==> src/design/dnd_ram.sv <==
// Generic single-port synchronous RAM, registered read.
// Depends on nothing; used for the message store and the name store.
`default_nettype none

module dnd_ram #(
  parameter int DEPTH = 256,
  parameter int WIDTH = 8
) (
  input  wire logic                     clk,
  input  wire logic                     we,
  input  wire logic [$clog2(DEPTH)-1:0] addr,
  input  wire logic [WIDTH-1:0]         wdata,
  output logic      [WIDTH-1:0]         rdata
);

  logic [WIDTH-1:0] mem [DEPTH];
  logic [WIDTH-1:0] rdata_r;

  always_ff @(posedge clk) begin
    if (we) begin
      mem[addr] <= wdata;
    end
    rdata_r <= mem[addr];
  end

  assign rdata = rdata_r;

endmodule

`default_nettype wire

==> config.mk <==
export PLATFORM = sky130hd
export DESIGN_NAME = dnd_ram
export DESIGN_NICKNAME = d
export VERILOG_FILES = /design/src/design/dnd_ram.sv
export SDC_FILE = /design/constraint.sdc
export NUM_CORES = 2
export LEC_CHECK = 0
export BUFFER_PORTS_ARGS = -buffer_cell sky130_fd_sc_hd__buf_2
export CAP_MARGIN = 10
export CELL_PAD_IN_SITES_DETAIL_PLACEMENT = 0
export CELL_PAD_IN_SITES_GLOBAL_PLACEMENT = 1
export CORE_MARGIN = 2
export CORE_UTILIZATION = 51
export CTS_BUF_LIST = sky130_fd_sc_hd__clkbuf_8
export CTS_CLUSTER_DIAMETER = 60
export DETAILED_ROUTE_END_ITERATION = 10
export HOLD_SLACK_MARGIN = 0.1
export PLACE_DENSITY = 0.79
export SLEW_MARGIN = 30
export SYNTH_ARGS = -nofsm -noshare
export SYNTH_HDL_FRONTEND = slang
export SYNTH_SLANG_ARGS = --single-unit
==> constraint.sdc <==
create_clock -name clk -period 4.5 [get_ports clk]
set_clock_uncertainty 0.2 [all_clocks]
set_input_delay 0.225 -clock clk [delete_from_list [all_inputs] [get_ports clk]]
set_output_delay 0.225 -clock clk [all_outputs]
set_load 0.01 [all_outputs]
==> reports/metrics.cfg <==
[drt]
dr.pass1.iters = 5
remaining_drc_errors = 0
routed_via_density = 6.30
ant_nets = 0
num_vias = 38700
drt-total-wl_um = 183000
wl_per_cell_um = 29.8
first_iter_violations = 4772

[cts]
cts_tree = built
clkTransAtPathRegs_ps = 60
cts_setup_buffers = 0
htree_levels = 5
cts_resized = 0
cts.sinks = 2056
cts_buffer_depth = 4
clock_latency_ps = 1030
cts_root_buf = clkbuf_8
cts_buffers = 332

[setup_path]
path_cells = dlygate4sd3_1 -> buf_8 -> buf_12 -> buf_12 -> mux4_2 -> a22oi_1 -> a21oi_1 -> o41ai_1 -> dlygate4sd3_1 -> nand4_1 -> dlygate4sd3_1
worstSetupPathType = primary input to flip-flop
start_kind = primary input
cpMostUsedCell = dlygate4sd3_1
critPathArrivalTime_ps = 4610
cpPeakStageDelay_ps = 590
crit_path_end_kind = flip-flop
slowest_stage = dlygate4sd3_1
critPathMaxFanout = 48
critical_path_required_ps = 5190

[synth]
synth_top_area_cell = edfxtp_1
synth_area_sq_um = 78500
synth_seq_area_share_pct = 78.6
synth_top_area_share_pct = 78.3
yosys_register_bits = 2056
yosysWarnings = 0
syn_inst = 3547
synth.avg_cell_area_sq_um = 22.1
yosysUniqueCellTypes = 22
syn_nets = 3565
synth_area_leaders = edfxtp_1, mux4_2, a22oi_1

[final_layout]
drive_gt1_share_pct = 27.3
syn_to_final_growth_pct = 12.2
final_nets = 3897
finish.utilization_pct = 57.8
fin_area_sq_um = 88000
final_cell_mix = edfxtp_1, mux4_2, clkbuf_8
layout_commonest_cell = edfxtp_1
fillCellCount = 10900

[floorplanning]
core_region_area_sq_um = 152000
die_height_um = 396
pin_count = 26
dieArea_sq_um = 157000
start_util_pct = 51.5
die_w_um = 396
rows = 143

[sta]
slew_headroom_pct = 30.3
fin_crit_sh_pct = 87.0
hold_violations = 0
finalCriticalPeriod_ps = 3920
finalSetupViolations = 0
worst_pin_slew_ps = 1040
max_freq_mhz = 255
rsz0062_at_grt = no
final.setup.tns_ps = 0
slew_violations = 0

[place]
dpl.hpwl_um = 107000
place_area_sq_um = 82000
gp_congestion = 0.817
port_buffers = 25

[global_routing]
grt_max_degree = 142
overflow = 0
grt_pass1_vias = 38700
grt_pass1_wl_um = 267000
grt_antenna_before_repair = 9
grtUsageTotal_pct = 23.4

[pwr]
leakage_nw = 27.2
powerDensity_nw_per_um2 = 422
peakVddDrop_v = 0.000311

[flow_run]
drv_cap = 0

[status]
status = completed

[min_path]
min_path_type = primary input to flip-flop

==> routing by layer <==
layer  global-route usage [%]  up-vias  part of all wire [%]
li1                         -    15800                     -
met1                     34.0    20400                    40
met2                     36.0     2115                    48
met3                     5.10      360                   9.8
met4                     7.29       14                   2.6
met5                        0        -                 0.044
==> registers in the layout, summed over array words and instances, names as in the netlist <==
register and count:
mem 2048, rdata 8
==> per-stage QoR <==
step	std cells	power [W]	setup slack [ps]	hold WS (ps)
global route	6140	0.0383	417	223
CTS	6135	0.0374	635	176
detailed placement	5545	0.0233	497	504
global placement	5545	0.0233	364	519
finish	6140	0.0372	584	221
floorplan	3547	0.0225	1860	124
==> path summary, 6_finish.rpt <==
check                endpoint  depth (start not counted)         from  slack (ps)
setup / recovery     rdata[2]                         11      addr[0]         580
hold / removal    mem[122][2]                          2     wdata[2]         220
setup reg to reg     rdata[2]                          6  mem[123][2]        1210
hold reg to reg      rdata[3]                          5   mem[64][3]         800
==> cell type report <==
| type | count | area [sq um] | area share (%) |
|---|---|---|---|
| sequential | 2056 | 61700 | 70.0 |
| multi-input combinational | 1258 | 15900 | 18.0 |
| clock buffer | 342 | 4710 | 5.35 |
| tap | 2030 | 2540 | 2.89 |
| timing repair buffer | 230 | 2250 | 2.55 |
| clock inverter | 222 | 1010 | 1.15 |
| inverter | 1 | 3.75 | 0.00426 |
| antenna | 1 | 2.50 | 0.00284 |
==> worst max-delay path, delay by kind of cell <==
family | cells | cell delay, ps
buffers and inverters | 6 | 2800
AOI/OAI and AO/OA | 3 | 790
muxes | 1 | 570
and+or+nand+nor | 1 | 90
==> where the power goes <==
| group | switching [W] | internal, W |
|---|---|---|
| combinational | 0.00114 | 0.000655 |
| clock | 0.00699 | 0.00723 |
| sequential | 0.0000375 | 0.0211 |
==> cells by family (layout without fill, tap and decap cells) <==
group | Yosys count | count (layout) | synth area share (%)
compound gates | 416 | 416 | 3.62
flops | 2056 | 2056 | 78.6
mux | 512 | 512 | 14.7
simple gates | 330 | 330 | 1.73
other cells | 0 | 1 | 0
buf+inv | 233 | 795 | 1.40
==> what timing repair did <==
action	4_1_cts	5_1_grt
endpoints found under the hold margin	2343	93
setup endpoints to repair	0	0
hold buffers	26	2
==> synth_stat cells <==
master	number
nor3_1	30
or3_1	1
o41ai_1	32
clkbuf_1	145
mux4_2	512
nand3_1	13
nand2b_1	6
edfxtp_1	2048
a22oi_1	256
buf_6	16
nor2_1	232
a21oi_1	128
inv_1	1
and2_1	3
buf_1	19
buf_4	16
or2_2	2
nand4_1	8
dfxtp_1	8
nor2b_1	7
buf_2	36
nand2_1	28
Power figures use the tool's default switching activity.
