<file path="src/design/dnd_pkg.sv">
// Shared types and constants for the DNS name decompressor.
// Depends on nothing; dnd_parser and the top level use it by scoped names.
`default_nettype none

package dnd_pkg;

  localparam int MSG_BYTES  = 512;
  localparam int NAME_BYTES = 256;
  localparam int MAX_HOPS   = 16;

  localparam int MSG_AW  = $clog2(MSG_BYTES);
  localparam int NAME_AW = $clog2(NAME_BYTES);
  localparam int LEN_W   = $clog2(MSG_BYTES + 1);
  localparam int HOP_W   = $clog2(MAX_HOPS + 1);
  localparam int POS_W   = 14;
  localparam int CAP_W   = 9;
  localparam int EXT_W   = 15;

  localparam logic [1:0] CMD_LOAD  = 2'd0;
  localparam logic [1:0] CMD_PARSE = 2'd1;
  localparam logic [1:0] CMD_READ  = 2'd2;

  localparam logic [1:0] ST_OK        = 2'd0;
  localparam logic [1:0] ST_MALFORMED = 2'd1;
  localparam logic [1:0] ST_OVERFLOW  = 2'd2;
  localparam logic [1:0] ST_NO_SPACE  = 2'd3;

  localparam logic [7:0] LABEL_MAX = 8'd63;
  localparam logic [7:0] PTR_TAG   = 8'hC0;
  localparam logic [7:0] DOT_CHAR  = 8'h2E;
  localparam logic [CAP_W-1:0] CAP_RESET = 9'd256;

  typedef struct packed {
    logic [1:0]  command;
    logic [8:0]  position;
    logic [7:0]  byte_value;
    logic [13:0] start_offset;
    logic [9:0]  message_length;
  } in_t;

  typedef struct packed {
    logic [7:0] name_length;
    logic [1:0] status;
    logic [7:0] read_byte;
  } out_t;

  // Parser requests on the two store ports.
  typedef struct packed {
    logic [MSG_AW-1:0]  msg_addr;
    logic               name_we;
    logic [NAME_AW-1:0] name_addr;
    logic [7:0]         name_data;
  } parse_mem_t;

  typedef struct packed {
    logic       done;
    logic [1:0] status;
    logic [7:0] name_length;
  } parse_res_t;

endpackage

`default_nettype wire

</file>
<file path="src/design/dnd_parser.sv">
// Label walker: reads the message store, follows pointers, copies labels
// into the name store. Depends on dnd_pkg.
`default_nettype none

module dnd_parser (
  input  wire logic                       clk,
  input  wire logic                       rst_n,
  input  wire logic                       go,
  input  wire logic [13:0]                start_offset,
  input  wire logic [9:0]                 message_length,
  input  wire logic [dnd_pkg::CAP_W-1:0]  cap,
  input  wire logic [7:0]                 msg_q,
  output dnd_pkg::parse_mem_t             mem_req,
  output dnd_pkg::parse_res_t             res
);

  typedef enum logic [8:0] {
    S_IDLE  = 9'b000000001,
    S_CHECK = 9'b000000010,
    S_LEN   = 9'b000000100,
    S_PTR   = 9'b000001000,
    S_COPY  = 9'b000010000,
    S_DRAIN = 9'b000100000,
    S_DOT   = 9'b001000000,
    S_ZERO  = 9'b010000000,
    S_DONE  = 9'b100000000
  } state_t;

  state_t                          state_r, state_nxt;
  logic [dnd_pkg::POS_W-1:0]       pos_r, pos_nxt;
  logic [dnd_pkg::LEN_W-1:0]       len_r, len_nxt;
  logic [dnd_pkg::CAP_W-1:0]       cap_r, cap_nxt;
  logic [dnd_pkg::CAP_W-1:0]       wr_r, wr_nxt;
  logic [dnd_pkg::HOP_W-1:0]       hops_r, hops_nxt;
  logic [5:0]                      cnt_r, cnt_nxt;
  logic [5:0]                      hi6_r, hi6_nxt;
  logic [1:0]                      status_r, status_nxt;
  logic [dnd_pkg::CAP_W-1:0]       nlen_r, nlen_nxt;
  logic                            zseen_r, zseen_nxt;
  logic                            cp_valid_r, cp_valid_nxt;
  logic [dnd_pkg::NAME_AW-1:0]     cp_addr_r, cp_addr_nxt;
  logic [dnd_pkg::MSG_AW-1:0]      rd_addr;

  logic [dnd_pkg::EXT_W-1:0] pos_ext, len_ext, lab_end, ptr_pos;
  logic [dnd_pkg::CAP_W-1:0] room, need;

  assign pos_ext = dnd_pkg::EXT_W'(pos_r);
  assign len_ext = dnd_pkg::EXT_W'(len_r);
  assign lab_end = pos_ext + dnd_pkg::EXT_W'(1) + dnd_pkg::EXT_W'(msg_q);
  assign ptr_pos = dnd_pkg::EXT_W'({hi6_r, msg_q});
  assign room    = cap_r - wr_r;
  assign need    = dnd_pkg::CAP_W'(msg_q) + dnd_pkg::CAP_W'(2);

  always_comb begin
    state_nxt    = state_r;
    pos_nxt      = pos_r;
    len_nxt      = len_r;
    cap_nxt      = cap_r;
    wr_nxt       = wr_r;
    hops_nxt     = hops_r;
    cnt_nxt      = cnt_r;
    hi6_nxt      = hi6_r;
    status_nxt   = status_r;
    nlen_nxt     = nlen_r;
    zseen_nxt    = zseen_r;
    cp_valid_nxt = 1'b0;
    cp_addr_nxt  = cp_addr_r;
    rd_addr      = pos_r[dnd_pkg::MSG_AW-1:0];

    // Copied byte lands in the name store in the cycle after its read.
    if (cp_valid_r) begin
      if (msg_q == 8'd0) begin
        zseen_nxt = 1'b1;
      end else if (!zseen_r) begin
        nlen_nxt = nlen_r + dnd_pkg::CAP_W'(1);
      end
    end

    unique case (state_r)
      S_IDLE: begin
        if (go) begin
          pos_nxt    = start_offset;
          len_nxt    = (dnd_pkg::EXT_W'(message_length) > dnd_pkg::EXT_W'(dnd_pkg::MSG_BYTES))
                       ? dnd_pkg::LEN_W'(dnd_pkg::MSG_BYTES)
                       : dnd_pkg::LEN_W'(message_length);
          cap_nxt    = cap;
          wr_nxt     = '0;
          hops_nxt   = '0;
          nlen_nxt   = '0;
          zseen_nxt  = 1'b0;
          status_nxt = (cap == '0) ? dnd_pkg::ST_NO_SPACE : dnd_pkg::ST_OK;
          state_nxt  = (cap == '0) ? S_DONE : S_CHECK;
        end
      end
      S_CHECK: begin
        if (pos_ext < len_ext && wr_r < cap_r) begin
          state_nxt = S_LEN;
        end else begin
          state_nxt = S_DONE;
        end
      end
      S_LEN: begin
        if (msg_q <= dnd_pkg::LABEL_MAX) begin
          pos_nxt = pos_r + dnd_pkg::POS_W'(1);
          cnt_nxt = msg_q[5:0];
          if (msg_q == 8'd0) begin
            state_nxt = S_DONE;
          end else if (lab_end > len_ext) begin
            status_nxt = dnd_pkg::ST_MALFORMED;
            state_nxt  = S_DONE;
          end else if (need > room) begin
            status_nxt = dnd_pkg::ST_OVERFLOW;
            state_nxt  = S_DONE;
          end else begin
            state_nxt = S_COPY;
          end
        end else if (msg_q >= dnd_pkg::PTR_TAG) begin
          if (pos_ext + dnd_pkg::EXT_W'(1) >= len_ext ||
              hops_r == dnd_pkg::HOP_W'(dnd_pkg::MAX_HOPS)) begin
            status_nxt = dnd_pkg::ST_MALFORMED;
            state_nxt  = S_DONE;
          end else begin
            hops_nxt  = hops_r + dnd_pkg::HOP_W'(1);
            hi6_nxt   = msg_q[5:0];
            rd_addr   = dnd_pkg::MSG_AW'(pos_r + dnd_pkg::POS_W'(1));
            state_nxt = S_PTR;
          end
        end else begin
          status_nxt = dnd_pkg::ST_MALFORMED;
          state_nxt  = S_DONE;
        end
      end
      S_PTR: begin
        if (ptr_pos >= len_ext) begin
          status_nxt = dnd_pkg::ST_MALFORMED;
          state_nxt  = S_DONE;
        end else begin
          pos_nxt   = dnd_pkg::POS_W'(ptr_pos);
          rd_addr   = dnd_pkg::MSG_AW'(ptr_pos);
          state_nxt = S_LEN;
        end
      end
      S_COPY: begin
        cp_valid_nxt = 1'b1;
        cp_addr_nxt  = wr_r[dnd_pkg::NAME_AW-1:0];
        pos_nxt      = pos_r + dnd_pkg::POS_W'(1);
        wr_nxt       = wr_r + dnd_pkg::CAP_W'(1);
        cnt_nxt      = cnt_r - 6'd1;
        if (cnt_r == 6'd1) begin
          state_nxt = S_DRAIN;
        end
      end
      S_DRAIN: begin
        state_nxt = S_DOT;
      end
      S_DOT: begin
        wr_nxt = wr_r + dnd_pkg::CAP_W'(1);
        if (!zseen_r) begin
          nlen_nxt = nlen_r + dnd_pkg::CAP_W'(1);
        end
        state_nxt = S_ZERO;
      end
      S_ZERO: begin
        state_nxt = S_CHECK;
      end
      S_DONE: begin
        state_nxt = S_IDLE;
      end
      default: begin
        state_nxt = S_IDLE;
      end
    endcase
  end

  always_comb begin
    mem_req.msg_addr  = rd_addr;
    mem_req.name_we   = 1'b0;
    mem_req.name_addr = wr_r[dnd_pkg::NAME_AW-1:0];
    mem_req.name_data = 8'd0;
    priority if (cp_valid_r) begin
      mem_req.name_we   = 1'b1;
      mem_req.name_addr = cp_addr_r;
      mem_req.name_data = msg_q;
    end else if (state_r == S_DOT) begin
      mem_req.name_we   = 1'b1;
      mem_req.name_data = dnd_pkg::DOT_CHAR;
    end else if (state_r == S_ZERO) begin
      mem_req.name_we = 1'b1;
    end else if (state_r == S_IDLE && go && cap != '0) begin
      mem_req.name_we   = 1'b1;
      mem_req.name_addr = '0;
    end else begin
      mem_req.name_we = 1'b0;
    end
  end

  assign res.done        = (state_r == S_DONE);
  assign res.status      = status_r;
  assign res.name_length = nlen_r[7:0];

  always_ff @(posedge clk) begin
    if (!rst_n) begin
      state_r    <= S_IDLE;
      cp_valid_r <= 1'b0;
    end else begin
      state_r    <= state_nxt;
      cp_valid_r <= cp_valid_nxt;
    end
    pos_r     <= pos_nxt;
    len_r     <= len_nxt;
    cap_r     <= cap_nxt;
    wr_r      <= wr_nxt;
    hops_r    <= hops_nxt;
    cnt_r     <= cnt_nxt;
    hi6_r     <= hi6_nxt;
    status_r  <= status_nxt;
    nlen_r    <= nlen_nxt;
    zseen_r   <= zseen_nxt;
    cp_addr_r <= cp_addr_nxt;
  end

endmodule

`default_nettype wire

</file>
<file path="config.mk">
export PLATFORM = sky130hd
export DESIGN_NAME = dnd_parser
export DESIGN_NICKNAME = d
export VERILOG_FILES = /design/src/design/dnd_pkg.sv /design/src/design/dnd_parser.sv
export SDC_FILE = /design/constraint.sdc
export NUM_CORES = 1
export LEC_CHECK = 0
export CAP_MARGIN = 20
export CORE_MARGIN = 1.5
export CORE_UTILIZATION = 50
export DETAILED_ROUTE_END_ITERATION = 8
export DONT_BUFFER_PORTS = 1
export RECOVER_POWER = 100
export SETUP_SLACK_MARGIN = 0.1
export SLEW_MARGIN = 15
export SYNTH_ARGS = -nofsm -noshare
export SYNTH_HDL_FRONTEND = slang
export SYNTH_SLANG_ARGS = --single-unit
</file>
<file path="constraint.sdc">
create_clock -name clk -period 7.55 [get_ports clk]
set_input_delay 0.755 -clock clk [delete_from_list [all_inputs] [get_ports clk]]
set_output_delay 0.755 -clock clk [all_outputs]
set_load 0.01 [all_outputs]
</file>
==> results.tsv, run 1 <==
metric	value	unit
critPathMaxStageDelay	0.54	ns
drt.antenna.violating_nets	0	
outcome	completed	
cpMaxStageDelayCell	edfxtp_1	
crit_path_end_kind	primary output	
cts_tree	done	
die_area	14300	um2
drt-total-wl	19.1	mm
crit_fanout	11	
grt_pass1_wl	29.5	mm
dp_worst_setup_slack	2.68	ns
ys_top_cells_by_area	edfxtp_1, ha_1, dfxtp_1	
p_per_area	308	nW/um2
die_width	120	um
fin_util	53.9	%
worstPathArrival	4.97	ns
ys_seq_area_share	36.1	%
required	6.80	ns
clock_latency	0.35	ns
multi_input_area	4000	um2
synthFlopType	edfxtp_1	
drc_errors	0	
grt_usage	27.3	%
yosysTopAreaCellShare	30.5	%
initial_core_util	51.4	%
drv_slew	0	
htreeDepth	3	
synthesis.nets	829	
grt_pass1_vias	5263	
clock-sinks	88	
nNetsFinal	819	
synthArstFlopShare	0	%
hold_ws	0.479	ns
via_per_inst	6.30	
rows	42	
vias	5526	
wl_per_cell	21.7	um
path_class	reg2out	
p_total	2.20	mW
drive_above_1_share	4.85	%
hold_viol	0	
synth_cell_types	77	
avgSynthCellArea	9.63	um2
fin_area	7140	um2
grt_start_max_net_pins	27	
cts_buffers	9	
syn_area	6800	um2
antenna_found_initial	0	
finalSetupViolations	0	
fin_crit_sh	75.8	%
fin_skew	0.00697	ns
cap_violations	0	
path_cells	ha_1, nand3_1, nor2_1, xnor2_1, inv_1, ha_1, a2111oi_0, o21ai_0, o211ai_1, nand3_1, inv_1, nor2_1, a221o_1	
postPlaceCellArea	6890	um2
register_area	2450	um2
rsz0062_at_grt	no	
leakagePower	2.79	nW
n_antenna_cell	0	
slew_headroom	20.6	%
die_h	120	um
dp.cells	861	
dp_hpwl	14.4	mm
clock_path_buffers	2	
core_area	13200	um2
gp_congestion	0.903	
area_growth	4.99	%
drt-initial-drc-count	566	
ys_seq_elements	88	
drt_pass1_iterations	6	
setup_tns	0	ns
synth_cells	706	
timing.final.crit_period	5.72	ns
final_cells	877	
cpLargestDelayFamily	simple AND/OR/NAND/NOR gates	
setup_ws	1.83	ns
io_buffers	0	
critPathBufInv	2	
post_cts_resized	0	
post_cts_buffers	0	
synth_edf_count	69	
yosys_warnings	0	
ir_drop	0.000134	V
fmax	0.175	GHz
worstMarginPinSlew	1.19	ns
path_clk_slew	0.07	ns
synth_top_area_cell	edfxtp_1	
root_buffer	clkbuf_16	
hp-class	in2reg	
critPathLaunchType	register	
io_pins	81	
num-fill-cells	1295	
gr-total-overflow	0	
ctsHoldBuffers	0	
cell families (layout without fill, tap and decap cells):
kind of cell | after synthesis | in the layout | share of synthesized area (%)
adder cells (fa/ha/maj) | 79 | 79 | 14.8
AO/OA/AOI/OAI | 160 | 160 | 16.9
buffers and inverters | 69 | 64 | 4.64
multiplexers | 3 | 3 | 0.478
flip-flops | 88 | 88 | 36.1
AND/OR/NAND/NOR | 254 | 254 | 20.3
XOR/XNOR | 53 | 53 | 6.83
worst paths after layout:
kind                                             from                 endpoint  slack (ns)  depth (start not counted)
worst max-delay path               pos_r[0]$_DFFE_PP_              mem_req[23]        1.83                         13
worst min-delay path                            rst_n  state_r[0]$_SDFFE_PN1P_        0.48                          1
worst max register to register     pos_r[0]$_DFFE_PP_    status_r[0]$_DFFE_PP_        2.30                         18
worst min register to register  wr_r[4]$_SDFFCE_PN0P_   cp_addr_r[4]$_DFFE_PP_        0.49                          0
placed cells by master, fill, tap and decap left out, types with 3 or more instances in the layout:
master / Yosys / layout
ha_1: 77 / 77
edfxtp_1: 69 / 69
nor2_1: 57 / 58
nand2_1: 53 / 53
inv_1: 45 / 46
o21ai_0: 35 / 35
xnor2_1: 32 / 32
nand3_1: 30 / 31
a21oi_1: 30 / 30
xor2_1: 21 / 21
nor2b_1: 21 / 21
dfxtp_1: 19 / 19
nor3_1: 16 / 17
a221o_1: 13 / 13
a21o_1: 11 / 11
nand4_1: 10 / 10
a22o_1: 10 / 10
clkbuf_16: 0 / 9
and3_1: 8 / 8
nor4_1: 7 / 8
nand2b_1: 8 / 8
a22oi_1: 7 / 7
o21a_1: 7 / 7
and2_0: 0 / 6
nand4b_1: 5 / 5
a211oi_1: 5 / 5
o211ai_1: 4 / 5
a31oi_1: 4 / 4
o22ai_1: 4 / 4
and4b_1: 3 / 3
or4_1: 3 / 3
o311ai_0: 3 / 3
o31ai_1: 3 / 3
nor4b_1: 3 / 3
and2_1: 9 / 3
synth_stat cells, types with 4 or more instances:
master,count
xnor2_1,32
edfxtp_1,69
a21oi_1,30
dfxtp_1,19
a21o_1,11
a211oi_1,5
inv_1,45
nor2b_1,21
ha_1,77
o22ai_1,4
buf_4,4
nand4_1,10
nand2_1,53
nor2_1,57
and3_1,8
and2_1,9
o21ai_0,35
o211ai_1,4
nand4b_1,5
xor2_1,21
nor3_1,16
a221o_1,13
a31oi_1,4
clkbuf_1,12
nand3_1,30
o21a_1,7
nor4_1,7
a22o_1,10
nand2b_1,8
a22oi_1,7
sequential cells by signal (all words and copies together) (netlist names), 6 cells and up:
name	cells
pos_r	14
len_r	10
cap_r	9
state_r	9
wr_r	9
cp_addr_r	8
nlen_r	8
cnt_r	6
hi6_r	6
where the power goes:
| group | leakage (nW) | internal (mW) | switching, mW |
|---|---|---|---|
| logic | 1.84 | 0.413 | 0.615 |
| clock network | 0.136 | 0.230 | 0.212 |
| registers | 0.814 | 0.628 | 0.0988 |
worst register-to-register path, cell delays in order (launching register included):
cell	delay (ns)
edfxtp_1	0.54
ha_1	0.33
nand3_1	0.41
nor2_1	0.26
xnor2_1	0.21
inv_1	0.12
ha_1	0.39
nor2_1	0.07
o21ai_0	0.16
o41a_1	0.27
xnor2_1	0.12
ha_1	0.31
nand2_1	0.07
a211oi_1	0.18
o21ai_0	0.12
a21o_1	0.22
o211ai_1	0.24
o211ai_2	0.11
a2111oi_0	0.74
cell type report:
cell class | instances | area share (%)
multi-input cells | 549 | 56.0
clock inverters | 7 | 0.894
flip-flops and latches | 88 | 34.3
inverters | 47 | 2.47
clock buffers | 9 | 3.15
well taps | 176 | 3.08
repair buffers | 1 | 0.0526
routing by layer:
metal	GRT usage [%]	wire (um)	vias up
met2	42.1	8560	214
met5	0	0	-
met4	10.0	540	0
met3	5.70	1360	41
met1	38.0	8590	2652
li1	-	-	2619
No activity file was read; power rests on OpenSTA's default activity.
==> run 2: changes to the inputs <==
==> constraint.sdc (replaced) <==
create_clock -name clk -period 5.8 [get_ports clk]
set_input_delay 0.58 -clock clk [delete_from_list [all_inputs] [get_ports clk]]
set_output_delay 0.58 -clock clk [all_outputs]
set_load 0.01 [all_outputs]
==> run 2 against run 1 <==
  * Worst setup slack got worse by 1.3 ns
  * Sequential power rose by 30%
  * Count of clock-buffer cells in the layout did not move
  * Die area did not move
  * Hold slack got worse by 0.17 ns
  * Combinational power rose by 30%
  * Routed wire length rose by 1.1%
  * Final area rose by 0.14%
  * Global-route usage rose by 0.45 points
  * Utilization rose by 0.076 points
  * Register-to-register slack got worse by 1.4 ns
  * Clock skew rose by 0.0045 ns
  * Critical path type unchanged
  * Largest cell class unchanged
==> results.tsv, run 2 (synthesized netlist as in run 1, its figures left out) <==
metric	value	unit	change
outcome	completed		
ir_drop	0.000138	V	+2.8%
clock_path_buffers	2		unchanged
fin_area	7150	um2	+0.14%
drv_slew	0		unchanged
cts_buffers	9		unchanged
p_total	2.86	mW	+30%
num-fill-cells	1236		-4.6%
nNetsFinal	819		unchanged
cts_tree	done		
drt-total-wl	19.3	mm	+1.1%
root_buffer	clkbuf_16		
initial_core_util	51.4	%	unchanged
dp.cells	861		unchanged
grt_usage	27.8	%	+0.45 points
slew_headroom	17.7	%	-2.9 points
path_class	reg2out		
final_cell_mix	ha_1, edfxtp_1, nor2_1		
ctsHoldBuffers	0		unchanged
gr-total-overflow	0		unchanged
drive_above_1_share	5.14	%	+0.29 points
top_register	pos_r		
via_per_inst	6.29		-0.15%
vias	5524		-0.036%
dp_hpwl	14.5	mm	+0.56%
final_cells	878		+0.11%
rsz0062_at_grt	no		
postPlaceCellArea	6890	um2	unchanged
drt_pass1_iterations	5		-1
fmax	0.190	GHz	
die_width	120	um	unchanged
grt_start_max_net_pins	27		unchanged
fin_crit_sh	91.0	%	
path_clk_slew	0.07	ns	about the same
hp-class	in2reg		
required	5.22	ns	-1.58 ns
critPathLaunchType	register		
fin_util	54.0	%	+0.076 points
setup_ws	0.523	ns	-1.31 ns
grt_pass1_vias	5401		+2.6%
cap_violations	0		unchanged
register_area	2450	um2	unchanged
core_area	13200	um2	unchanged
wl_per_cell	21.9	um	+0.99%
gp_congestion	0.884		-2.0%
clock-sinks	88		unchanged
die_h	120	um	unchanged
final_common_cell	ha_1		
hold_viol	0		unchanged
antenna_found_initial	1		+1
grt_pass1_wl	30.3	mm	+2.8%
worstMarginPinSlew	1.23	ns	+0.0441 ns
drt.antenna.violating_nets	0		unchanged
leakagePower	2.79	nW	about the same
die_area	14300	um2	unchanged
post_cts_resized	0		unchanged
multi_input_area	4000	um2	+0.13%
area_growth	5.13	%	
io_pins	81		unchanged
setup_tns	0	ns	unchanged
worstPathArrival	4.70	ns	-0.27 ns
drt-initial-drc-count	447		-21%
fin_skew	0.0115	ns	+0.00449 ns
timing.final.crit_period	5.28	ns	
rows	42		unchanged
largest_reg_flops	14		unchanged
post_cts_buffers	0		unchanged
io_buffers	0		unchanged
drc_errors	0		unchanged
rr_worst_depth	18		unchanged
p_per_area	400	nW/um2	+30%
dp_worst_setup_slack	1.08	ns	-1.60 ns
hold_ws	0.306	ns	-0.173 ns
reg_top3	pos_r (14), len_r (10)		
htreeDepth	3		unchanged
crit_fanout	11		unchanged
whs_path_depth	1		unchanged
crit_path_end_kind	primary output		
clock_latency	0.35	ns	about the same
finalSetupViolations	0		unchanged
## run 2: cell type report
type	count	area share (%)
Timing Repair Buffer	1	0.0525
Clock inverter	7	0.928
Sequential cell	88	34.3
Clock buffer	9	3.15
Inverter	47	2.47
Antenna cell	1	0.0350
Multi-Input combinational cell	549	56.0
Tap cell	176	3.08
## run 2: final timing paths
| kind | to | startpoint | slack, ns |
|---|---|---|---|
| min | state_r[0]$_SDFFE_PN1P_ | rst_n | 0.31 |
| max | mem_req[23] | pos_r[0]$_DFFE_PP_ | 0.52 |
| max reg2reg | status_r[0]$_DFFE_PP_ | pos_r[0]$_DFFE_PP_ | 0.86 |
| min reg2reg | cp_addr_r[4]$_DFFE_PP_ | wr_r[4]$_SDFFCE_PN0P_ | 0.51 |
## run 2: where the power goes
part	total [mW]	switching (mW)	internal, mW
Sequential	0.945	0.127	0.818
Combinational	1.34	0.808	0.537
Clock	0.570	0.272	0.299
## run 2: metal layers
layer  GRT usage (%)  part of all wire, %
met3            5.51                  7.7
met1            38.9                   44
met2            43.1                   45
met4            9.23                  3.0
met5               0                    0
## run 2: critical path: stages, from the launching register on
cell and delay (ns):
edfxtp_1 0.53, ha_1 0.33, nand3_2 0.28, nor2_1 0.20, xnor2_1 0.24, inv_1 0.11, ha_1 0.30, a2111oi_0 0.38
o21ai_0 0.15, o211ai_1 0.36, nand3_1 0.46, inv_2 0.41, nor2_1 0.19, a221o_1 0.40
